$ cat config.mk
export PLATFORM = sky130hd
export DESIGN_NAME = cse_div
export DESIGN_NICKNAME = d
export VERILOG_FILES = /design/src/cse_pkg.sv /design/src/cse_div.sv
export SDC_FILE = /design/constraint.sdc
export NUM_CORES = 1
export LEC_CHECK = 0
export BUFFER_PORTS_ARGS = -buffer_cell sky130_fd_sc_hd__buf_2
export CELL_PAD_IN_SITES_DETAIL_PLACEMENT = 2
export CELL_PAD_IN_SITES_GLOBAL_PLACEMENT = 2
export CORE_MARGIN = 1.5
export CORE_UTILIZATION = 36
export CTS_CLUSTER_DIAMETER = 50
export DETAILED_ROUTE_END_ITERATION = 12
export GPL_TIMING_DRIVEN = 0
export PLACE_DENSITY = 0.86
export SYNTH_ARGS = -nofsm -noshare
export SYNTH_HDL_FRONTEND = slang
export SYNTH_SLANG_ARGS = --single-unit
$ cat constraint.sdc
create_clock -name clock -period 3.7 [get_ports clock]
set_input_delay 0.555 -clock clock [delete_from_list [all_inputs] [get_ports clock]]
set_output_delay 0.555 -clock clock [all_outputs]
set_load 0.05 [all_outputs]
$ cat src/cse_pkg.sv
// ----------------------------------------------------------------------------
// cse_pkg: shared types and constants for the CIR root path stepper
// Fixed-point formats, register indexes, sequencer states and the divider
// request and response groups.
// ----------------------------------------------------------------------------
package cse_pkg;

   // path store
   localparam int MAX_PATHS = 1024;
   localparam int SLOT_W    = (MAX_PATHS > 1) ? $clog2(MAX_PATHS) : 1;

   // field widths
   localparam int PATH_W  = 10;
   localparam int SHOCK_W = 16;
   localparam int WORD_W  = 32;
   localparam int IROOT_W = 31;

   // fixed-point fractions
   localparam int Q_FRAC     = 24;
   localparam int SHOCK_FRAC = 12;

   // divider: 33 quotient bits, anything above is flagged as overflow
   localparam int QUOT_W    = WORD_W + 1;
   localparam int DIV_STEPS = QUOT_W;
   localparam int DIV_CNT_W = $clog2(DIV_STEPS + 1);

   // shared multiplier: 33 x 33 signed
   localparam int MUL_W  = WORD_W + 1;
   localparam int PROD_W = 2 * MUL_W;

   // configuration register indexes
   localparam int CSR_IDX_W = 8;
   localparam logic [CSR_IDX_W-1:0] CSR_DRIFT_TERM   = 8'd0;
   localparam logic [CSR_IDX_W-1:0] CSR_PULL_TERM    = 8'd1;
   localparam logic [CSR_IDX_W-1:0] CSR_NOISE_GAIN   = 8'd2;
   localparam logic [CSR_IDX_W-1:0] CSR_INITIAL_ROOT = 8'd3;

   // saturation limits
   localparam logic signed [WORD_W-1:0] S32_MAX = {1'b0, {(WORD_W-1){1'b1}}};
   localparam logic signed [WORD_W-1:0] S32_MIN = {1'b1, {(WORD_W-1){1'b0}}};

   typedef enum logic [3:0] {
      ST_IDLE,
      ST_FETCH,
      ST_SETUP,
      ST_DIV,
      ST_MUL_B,
      ST_MUL_C,
      ST_SUM,
      ST_SQR,
      ST_DONE
   } state_type;

   typedef struct packed {
      logic              start;
      logic [WORD_W-1:0] num;
      logic [WORD_W-1:0] den;
   } div_req_type;

   typedef struct packed {
      logic              done;
      logic              ovf;
      logic [QUOT_W-1:0] quot;
   } div_rsp_type;

endpackage

$ cat src/cse_div.sv
// ----------------------------------------------------------------------------
// cse_div: radix-2 restoring divider for the drift quotient
// Computes (num * 2^24) / den on magnitudes, one quotient bit per cycle.
// Quotients of 2^33 or more are reported through ovf.
// ----------------------------------------------------------------------------
module cse_div (
   input  logic                 clock,
   input  logic                 reset,
   input  cse_pkg::div_req_type div_req,
   output cse_pkg::div_rsp_type div_rsp
);
   import cse_pkg::*;

   logic                 busy_ff;
   logic                 done_ff;
   logic [DIV_CNT_W-1:0] cnt_ff;
   logic [WORD_W-1:0]    rem_ff;
   logic [WORD_W-1:0]    den_ff;
   logic [QUOT_W-1:0]    dsh_ff;
   logic [QUOT_W-1:0]    quot_ff;
   logic                 ovf_ff;

   logic [WORD_W:0]      shifted;
   logic [WORD_W:0]      trial;
   logic                 ge;

   // one trial subtraction per step
   assign shifted = {rem_ff, dsh_ff[QUOT_W-1]};
   assign ge      = (shifted >= {1'b0, den_ff});
   assign trial   = shifted - {1'b0, den_ff};

   // control
   always_ff @(posedge clock) begin
      if (reset) begin
         busy_ff <= 1'b0;
         done_ff <= 1'b0;
         cnt_ff  <= '0;
      end else begin
         done_ff <= 1'b0;
         if (div_req.start) begin
            busy_ff <= 1'b1;
            cnt_ff  <= '0;
         end else if (busy_ff) begin
            cnt_ff <= cnt_ff + 1'b1;
            if (cnt_ff == DIV_CNT_W'(DIV_STEPS - 1)) begin
               busy_ff <= 1'b0;
               done_ff <= 1'b1;
            end
         end
      end
   end

   // datapath: dividend is num shifted up by Q_FRAC bits
   always_ff @(posedge clock) begin
      if (div_req.start) begin
         rem_ff  <= {{(WORD_W-(WORD_W-9)){1'b0}}, div_req.num[WORD_W-1:9]};
         dsh_ff  <= {div_req.num[8:0], {Q_FRAC{1'b0}}};
         den_ff  <= div_req.den;
         quot_ff <= '0;
         // q >= 2^33 exactly when num >= den * 2^9
         ovf_ff  <= ({9'b0, div_req.num} >= {div_req.den, 9'b0});
      end else if (busy_ff) begin
         rem_ff  <= ge ? trial[WORD_W-1:0] : shifted[WORD_W-1:0];
         dsh_ff  <= {dsh_ff[QUOT_W-2:0], 1'b0};
         quot_ff <= {quot_ff[QUOT_W-2:0], ge};
      end
   end

   assign div_rsp.done = done_ff;
   assign div_rsp.ovf  = ovf_ff;
   assign div_rsp.quot = quot_ff;

endmodule

==> flow_summary.toml, run 1 <==
[run_status]
status = "complete, no violations"

[sta]
setup_viol_count_final = 0
slew_violations = 0
period_share_pct = 97.8
worst_pin_slew_ns = 1.03
max_freq_mhz = 276
rsz0062_at_grt = "no"
fin_crit_ns = 3.62
worst_slew_margin_rel_pct = 31.4
final_hold_viol_count = 0
fin_skew_ns = 0.0147
finalSetupTns_ns = 0

[drt]
drtIter0Drc = 457
wl_per_cell_um = 24.9
vias = 6285
ant_nets = 0
drc = 0
wirelength_mm = 27.9
viasPerCell = 5.61
drt-pass1-iter-count = 5

[grt]
overflow = 0
grt_use_total_pct = 28.3
grt_pass1_vias = 7176
grt_pass1_wl_mm = 42.7
antenna_found_initial = 1
grt_max_degree = 35

[place]
gp_congestion = 0.828
hpwl_mm = 17.8
numPortBuffers = 101

[clocking]
root_buffer = "clkbuf_16"
cts_buffers = 17
cts.sinks = 115
clock_path_buffers = 2
htree_levels = 4
clk_latency_ns = 0.44
cts_tree = "built"
clk_pin_slew_ns = 0.06

[critical_path]
r2r_setup_slack_ns = 0.08
crit_type = "register to register"
cp-start-kind = "register"
crit_arrival_ns = 3.76
cp_max_fo = 10
cp.required_ns = 3.84
reg2reg_from = "rem_ff[0]$_DFFE_PP_"
worst_setup_path_end_kind = "register"
slowest_stage = "edfxtp_1"
r2r_end = "rem_ff[13]$_DFFE_PP_"
crit_chain = "ha_1 > nor2b_1 > o21bai_1 > nand2_1 > a31oi_2 > o32ai_2 > o21ai_2 > buf_4 > buf_4 > nor2_1 > a211oi_2 > a21oi_1"
cpMostUsedCell = "buf_4"
cp_num_buf_inv = 2
reg2regPathDepth = 12
max_stage_delay_ns = 0.49
cpLargestDelayFamily = "compound AO/OA/AOI/OAI gates"

[power]
p_leak_nw = 3.87
peakVddDrop_uv = 322
power.total_mw = 4.17
p_per_area_nw_per_um2 = 493

[yosys]
synthDistinctLibCells = 62
netlist_area_um2 = 7020
synth_warnings = 0
syn_nets = 850
synthFlopType = "edfxtp_1"
synth_seq_area_share_pct = 42.1
synth_seq_cells = 115
async_reset_ff_share_pct = 0
post_synth.cell_area_avg_um2 = 9.69
postSynthCellCount = 725
synth_edf_count = 65

[floorplan]
core_um2 = 18900
initial_core_util_pct = 37.2
row_count = 50
dieArea_um2 = 20400
fp.dieW_um = 143
boundaryPins = 102
die_h_um = 143

[cells_and_area]
layout.area.seq_um2 = 2950
nets = 972
multi_input_area_um2 = 3650
area_delta_synth_final_pct = 20.5
drive_above_1_share_pct = 22.3
fillCellCount = 2071

[hold_path]
hold_path_class = "input pin to register"
holdPathStages = 2
whs_endpoint = "busy_ff$_SDFF_PP0_"
hp-start = "reset"

[job]
max-cap-violations = 0
## per-stage QoR
step                      area (µm²)  setup WS [ns]  hold slack (ns)  std cells  utilization [%]
after floorplan                 7020          0.898            0.443        725                -
after global placement          7850          0.203            0.475       1086             41.6
after detailed placement        7850         0.0987            0.505       1086             41.6
after CTS                       8430         0.0362            0.287       1118             44.6
after global routing            8460         0.0209            0.300       1121             44.8
final                           8460         0.0823            0.295       1121             44.8
## metal layers
| layer | wire [µm] | vias up | GRT usage [%] |
|---|---|---|---|
| li1 | - | 2829 | - |
| met1 | 11600 | 3195 | 33.7 |
| met2 | 14200 | 187 | 49.7 |
| met3 | 1000 | 74 | 4.06 |
| met4 | 1100 | 0 | 14.2 |
| met5 | 0 | - | 0 |
## how the worst max path moves through the flow
stage                                    start                       to  slack, ns  cells after the start
after floorplan           dsh_ff[32]$_DFFE_PP_     rem_ff[20]$_DFFE_PP_       0.90                     12
after global placement             div_req[64]     rem_ff[10]$_DFFE_PP_       0.20                      4
after detailed placement           div_req[64]      rem_ff[9]$_DFFE_PP_        0.1                      4
after CTS                 dsh_ff[32]$_DFFE_PP_  rem_ff[30]$_SDFFE_PP0P_       0.04                     13
after global routing       rem_ff[2]$_DFFE_PP_      rem_ff[0]$_DFFE_PP_       0.02                     12
final                      rem_ff[0]$_DFFE_PP_     rem_ff[13]$_DFFE_PP_       0.08                     12
## synthesized netlist by cell type, drive strengths merged (4+ instances only)
| cell | instances | area [µm²] |
|---|---|---|
| a211oi | 11 | 95.1 |
| nor2 | 64 | 243 |
| nor3 | 6 | 30.0 |
| a21o | 26 | 196 |
| nor4 | 8 | 50.1 |
| ha | 57 | 713 |
| o21ai | 39 | 199 |
| inv | 67 | 251 |
| mux2 | 25 | 282 |
| buf | 20 | 103 |
| o22ai | 4 | 25.0 |
| nand2 | 53 | 201 |
| nor2b | 9 | 58.8 |
| and3 | 8 | 60.1 |
| mux2i | 36 | 360 |
| o21bai | 6 | 45.0 |
| a21oi | 48 | 240 |
| nand3 | 11 | 55.1 |
| clkbuf | 18 | 77.6 |
| xnor2 | 16 | 140 |
| a31oi | 7 | 50.1 |
| xor2 | 15 | 131 |
| dfxtp | 50 | 1000 |
| nand4 | 14 | 87.6 |
| edfxtp | 65 | 1950 |
## cell type report
type                    instances  area share, %
multi-input cells             505           43.1
flip-flops and latches        115           34.9
repair buffers                103           6.15
clock buffers                  21           5.82
well taps                     260           3.84
inverters                      67           2.97
plain buffers                  38           2.14
clock inverters                11           1.02
diodes                          1         0.0296
## cells by family (layout without fill, tap and decap cells)
| kind of cell | Yosys count | count (layout) | synth area share, % |
|---|---|---|---|
| xor gates and xnor gates | 31 | 31 | 3.87 |
| DFF | 115 | 115 | 42.1 |
| AOI/OAI and AO/OA | 163 | 163 | 15.1 |
| muxes | 61 | 61 | 9.14 |
| adders and majority gates | 58 | 58 | 10.4 |
| buffers and inverters | 105 | 240 | 6.15 |
| other | 0 | 1 | 0 |
| and+or+nand+nor | 192 | 192 | 13.2 |
## layout by cell type (no fill, tap or decap), drive strengths merged, types with 7 or more instances in the layout
cell,n
clkbuf,39
and3,8
inv,73
nor4,8
ha,57
xor2,15
nand3,11
mux2,25
nand4,14
nand2,53
xnor2,16
dfxtp,50
a21o,26
a211oi,11
nor2,64
nor2b,9
buf,123
o21ai,39
a21oi,48
edfxtp,65
a31oi,7
mux2i,36
## worst register-to-register path: stages (launching register included)
cell,delay [ns]
edfxtp_1,0.49
ha_1,0.38
nor2b_1,0.16
o21bai_1,0.22
nand2_1,0.19
a31oi_2,0.39
o32ai_2,0.17
o21ai_2,0.28
buf_4,0.27
buf_4,0.24
nor2_1,0.11
a211oi_2,0.33
a21oi_1,0.09
## what timing repair did
action                                  4_1_cts  5_1_grt
buffers inserted                              0        2
hold buffers                                  0        0
gates resized for setup                       0        5
endpoints found under the setup margin        0        7
## where the power goes
part           internal (mW)  total [mW]  switching [mW]
registers               1.44        1.49          0.0463
logic                  0.368       0.995           0.626
clock network          0.966        1.69           0.721
total                   2.78        4.17            1.39
## state kept, by name (all words and copies together), names as in the netlist
register,count
den_ff,32
cnt_ff,6
done_ff,1
ovf_ff,1
dsh_ff,9
rem_ff,32
busy_ff,1
quot_ff,33
No activity file was read; power rests on OpenSTA's default activity.
==> run 2, diff against run 1 <==
--- a/config.mk
+++ b/config.mk
@@ -13,6 +13,7 @@
 export CTS_CLUSTER_DIAMETER = 50
 export DETAILED_ROUTE_END_ITERATION = 12
 export GPL_TIMING_DRIVEN = 0
+export MAX_ROUTING_LAYER = met4
 export PLACE_DENSITY = 0.86
 export SYNTH_ARGS = -nofsm -noshare
 export SYNTH_HDL_FRONTEND = slang
==> run 2 against run 1 <==
Compared with the run above: register-to-register slack lost 0.03 ns; via count is 0.40% lower; critical path depth stayed put; core utilization unchanged; highest routed layer unchanged.
==> flow_summary.toml, run 2 (synthesized netlist as in run 1, its figures left out) <==
[run_status]
status = "complete, no violations"

[sta]
period_share_pct = 98.5
worst_slew_margin_rel_pct = 32.0
max_freq_mhz = 274
setup_viol_count_final = 0
slew_violations = 0
fin_skew_ns = 0.0157
finalSetupTns_ns = 0
layout_setup_ws_ns = 0.0551
fin_crit_ns = 3.64
rsz0062_at_grt = "no"
worst_pin_slew_ns = 1.02
final_hold_viol_count = 0

[critical_path]
cp_max_fo = 10
cpMostUsedCell = "buf_4"
crit_chain = "ha_1 > nor2b_1 > o21bai_1 > nand2_1 > a31oi_2 > o32ai_2 > o21ai_2 > buf_4 > buf_4 > nor2_1 > a211oi_1 > a21oi_1"
crit_type = "register to register"
reg2reg_from = "rem_ff[0]$_DFFE_PP_"
r2r_setup_slack_ns = 0.06
cp-start-kind = "register"
reg2regPathDepth = 12
worst_setup_path_end_kind = "register"
cp.required_ns = 3.83
crit_arrival_ns = 3.77
slowest_stage = "edfxtp_1"
r2r_end = "rem_ff[0]$_DFFE_PP_"
max_stage_delay_ns = 0.49

[place]
hpwl_mm = 17.8
preCtsSetupSlack_ns = 0.0987
numPortBuffers = 101
gp_congestion = 0.841

[clocking]
ctsHoldBuffers = 0
htree_levels = 4
cts_tree = "built"
cts_buffers = 17
cts.sinks = 115
clk_latency_ns = 0.44
clock_path_buffers = 2
clk_pin_slew_ns = 0.06
root_buffer = "clkbuf_16"

[power]
power.total_mw = 4.17
p_per_area_nw_per_um2 = 493
p_clk_share_pct = 40.4
p_switching_mw = 1.39
swShare_pct = 33.4
pwr-share-seq_pct = 35.7
peakVddDrop_uv = 319
p_comb_share_pct = 23.9
intPower_mw = 2.78
p_leak_nw = 3.87

[drt]
wl_per_cell_um = 25.0
vias = 6260
ant_nets = 0
drt-pass1-iter-count = 5
drtIter0Drc = 437
wirelength_mm = 28.0
drc = 0
viasPerCell = 5.58

[grt]
grt_max_degree = 35
antenna_found_initial = 1
overflow = 0
grt_pass1_vias = 7166
grt_use_total_pct = 29.2
grt_pass1_wl_mm = 42.9

[cells_and_area]
reg_top3 = "quot_ff: 33 flops, den_ff: 32 flops, rem_ff: 32 flops"
area_delta_synth_final_pct = 20.5
most-common-layout-cells = "buf_2, inv_1, edfxtp_1"
regMostFlops = "quot_ff"
nets = 972
largest_reg_flops = 33
drive_above_1_share_pct = 22.3
final_common_cell = "buf_2"
final_core_util_pct = 44.8

[floorplan]
boundaryPins = 102
initial_core_util_pct = 37.2
core_um2 = 18900
dieArea_um2 = 20400
fp.dieW_um = 143
die_h_um = 143
row_count = 50

[hold_path]
whs_endpoint = "busy_ff$_SDFF_PP0_"
hp-start = "reset"
holdPathStages = 2
hold_path_class = "input pin to register"

[job]
max-cap-violations = 0
run 2: cell counts in the layout (fill, tap and decap cells not counted):
No cell type changed its count.
run 2: power by group through the flow:
| stage | combinational [mW] | sequential, mW | clock [mW] |
|---|---|---|---|
| 3_3_place_gp | 0.855 | 1.50 | 0 |
| 2_1_floorplan | 0.624 | 1.49 | 0 |
| 6_report | 0.996 | 1.49 | 1.68 |
| 5_1_grt | 1.07 | 1.49 | 1.75 |
| 4_1_cts | 0.966 | 1.49 | 1.70 |
| 3_5_place_dp | 0.906 | 1.51 | 0 |
run 2: final cells by class:
cell class,instances,area [µm²]
Fill cell,2071,10400
Multi-Input combinational cell,505,3650
Sequential cell,115,2950
Timing Repair Buffer,103,520
Clock buffer,21,493
Tap cell,260,325
Inverter,67,251
Buffer,38,181
Clock inverter,11,86.3
Antenna cell,1,2.50
run 2: repair_timing:
| item | 4_1_cts | 5_1_grt |
|---|---|---|
| resized for setup | 0 | 5 |
| setup buffers | 0 | 2 |
| endpoints found under the setup margin | 0 | 9 |
run 2: through the flow:
stage	instance area (µm²)	cells	hold WS (ns)
2_1_floorplan	7020	725	0.443
3_3_place_gp	7850	1086	0.475
3_5_place_dp	7850	1086	0.505
4_1_cts	8430	1118	0.287
5_1_grt	8460	1121	0.301
6_report	8460	1121	0.295
run 2: worst max-delay path, delay by kind of cell (launching register included):
family          cells  cell delay [ns]
fa+ha+maj           1             0.38
flops               1             0.49
buf+inv             2             0.51
compound gates      6             1.50
simple gates        3             0.46
run 2: layer usage:
metal	wire length, µm	part of all wire, %	GRT usage (%)
met1	11800	42	34.0
met5	0	0	-
met2	14300	51	49.9
met3	912	3.3	3.69
met4	981	3.5	14.0
run 2: how the worst max path moves through the flow:
| stage | start | to | slack [ns] | depth (start not counted) |
|---|---|---|---|---|
| 2_1_floorplan | dsh_ff[32]$_DFFE_PP_ | rem_ff[20]$_DFFE_PP_ | 0.90 | 12 |
| 3_5_place_dp | div_req[64] | rem_ff[9]$_DFFE_PP_ | 0.1 | 4 |
| 3_3_place_gp | div_req[64] | rem_ff[10]$_DFFE_PP_ | 0.20 | 4 |
| 4_1_cts | dsh_ff[32]$_DFFE_PP_ | rem_ff[30]$_SDFFE_PP0P_ | 0.04 | 13 |
| 5_1_grt | den_ff[1]$_DFFE_PP_ | rem_ff[0]$_DFFE_PP_ | 0.02 | 13 |
| 6_report | rem_ff[0]$_DFFE_PP_ | rem_ff[0]$_DFFE_PP_ | 0.06 | 12 |
==> run 3, diff against run 2 <==
--- a/config.mk
+++ b/config.mk
@@ -12,7 +12,7 @@
 export CORE_UTILIZATION = 36
 export CTS_CLUSTER_DIAMETER = 50
 export DETAILED_ROUTE_END_ITERATION = 12
-export GPL_TIMING_DRIVEN = 0
+export GPL_TIMING_DRIVEN = 1
 export MAX_ROUTING_LAYER = met4
 export PLACE_DENSITY = 0.86
 export SYNTH_ARGS = -nofsm -noshare
==> run 3 against run 2 <==
Compared with the run above: sequential power hardly changed; global-route usage is 4.9 points lower; flip-flop and latch count stayed put; critical path depth stayed put; setup slack better by 0.19 ns; first-iteration DRC count is 35% lower; final cell count is 3.0% lower; critical path type unchanged; largest power group unchanged; highest routed layer unchanged.
==> flow_summary.toml, run 3 (synthesized netlist as in run 1, its figures left out) <==
[sta]
finalSetupTns_ns = 0
rsz0062_at_grt = "no"
final_hold_viol_count = 0
max_freq_mhz = 290
fin_hold_ws_ns = 0.275
setup_viol_count_final = 0
fin_skew_ns = 0.00825
worst_pin_slew_ns = 0.984
layout_setup_ws_ns = 0.247
slew_violations = 0
period_share_pct = 93.3
fin_crit_ns = 3.45
worst_slew_margin_rel_pct = 34.4

[cells_and_area]
regMostFlops = "quot_ff"
final_common_cell = "buf_2"
multi_input_area_um2 = 3650
most-common-layout-cells = "buf_2, inv_1, edfxtp_1"
nets = 939
diodes = 0
area_delta_synth_final_pct = 19.1
largest_reg_flops = 33
drive_above_1_share_pct = 21.9
layout.area.seq_um2 = 2950
layout.cells.non_filler = 1087
reg_top3 = "quot_ff: 33 flops, den_ff: 32 flops, rem_ff: 32 flops"
fillCellCount = 2073

[hold_path]
hold_path_class = "input pin to register"
hp-start = "reset"

[drt]
wirelength_met1_mm = 9.95
wirelength_mm = 23.3
top_layer = "met4"
drc = 0
viasPerCell = 5.46
wl_per_cell_um = 21.4
route.met3.wl_um = 674
met2WireLength_mm = 12.1
drt-pass1-iter-count = 4
ant_nets = 0
drtIter0Drc = 283
vias = 5938

[floorplan]
core_um2 = 18900
initial_core_util_pct = 37.2
dieArea_um2 = 20400
row_count = 50
die_h_um = 143
fp.dieW_um = 143
boundaryPins = 102

[power]
p_per_area_nw_per_um2 = 497
p_leak_nw = 3.82
peakVddDrop_uv = 338
power.total_mw = 4.15

[critical_path]
crit_type = "register to register"
worst_setup_path_end_kind = "register"
crit_arrival_ns = 3.64
cp-startpoint = "dsh_ff[32]$_DFFE_PP_"
reg2reg_from = "dsh_ff[32]$_DFFE_PP_"
cp_max_fo = 3
cp.required_ns = 3.88
cp-start-kind = "register"

[clocking]
clock_path_buffers = 2
post_cts_buffers = 0
clk_pin_slew_ns = 0.06
clk_latency_ns = 0.44
cts_tree = "built"
cts_buffers = 17
root_buffer = "clkbuf_16"
htree_levels = 4
ctsHoldBuffers = 0
cts_resized = 0
cts.sinks = 115

[grt]
antenna_found_initial = 0
grt_pass1_wl_mm = 36.5
grt_pass1_vias = 6608
grt_max_degree = 98
grt_use_total_pct = 24.3
overflow = 0

[place]
gp_congestion = 0.826
numPortBuffers = 101
hpwl_mm = 16.0
preCtsSetupSlack_ns = 0.208
dpl.cell_count = 1054

[run_status]
status = "complete, no violations"

[job]
max-cap-violations = 0
==> run 3: cell count changes in the layout (fill, tap and decap cells not counted), moves of 2 or more <==
| cell | change |
|---|---|
| buf_2 | -8 |
| clkbuf_8 | -2 |
| clkbuf_1 | -16 |
| buf_1 | -8 |
==> run 3: per-layer routing <==
layer  vias up  GRT usage, %
met5         -             -
met4         0          9.44
met3        49          4.02
met2       128          42.5
met1      2992          27.8
li1       2769             -
==> run 3: critical path: stages (launching register included) <==
cell	delay (ns)
edfxtp_1	0.40
inv_1	0.08
ha_1	0.17
inv_1	0.06
fa_1	0.44
a211oi_1	0.27
o21bai_1	0.22
a21o_1	0.29
a21boi_1	0.31
o21ai_0	0.27
o31ai_1	0.31
nor4_1	0.10
a211o_1	0.28
==> run 3: power by group <==
group	internal, mW	total [mW]	switching (mW)
clock network	1.05	1.74	0.682
registers	1.44	1.49	0.0454
logic	0.356	0.930	0.573
==> run 3: layout make-up <==
class	instances	share of cell area, %
multi-input combinational	506	43.7
sequential	115	35.3
timing repair buffer	107	6.76
clock buffer	21	6.03
tap	260	3.89
inverter	67	3.01
clock inverter	11	1.30
==> run 3: stage by stage <==
step | utilization [%] | area (µm²)
global route | 44.3 | 8360
CTS | 44.2 | 8350
finish | 44.3 | 8360
floorplan | - | 7020
global placement | 41.0 | 7740
detailed placement | 41.0 | 7740
==> run 3: path summary, 6_finish.rpt <==
kind	end	slack, ns	cells after the start
min reg2reg	done_ff$_SDFF_PP0_	0.48	2
min	busy_ff$_SDFF_PP0_	0.27	2
max reg2reg	rem_ff[20]$_DFFE_PP_	0.25	12
max	rem_ff[20]$_DFFE_PP_	0.25	12
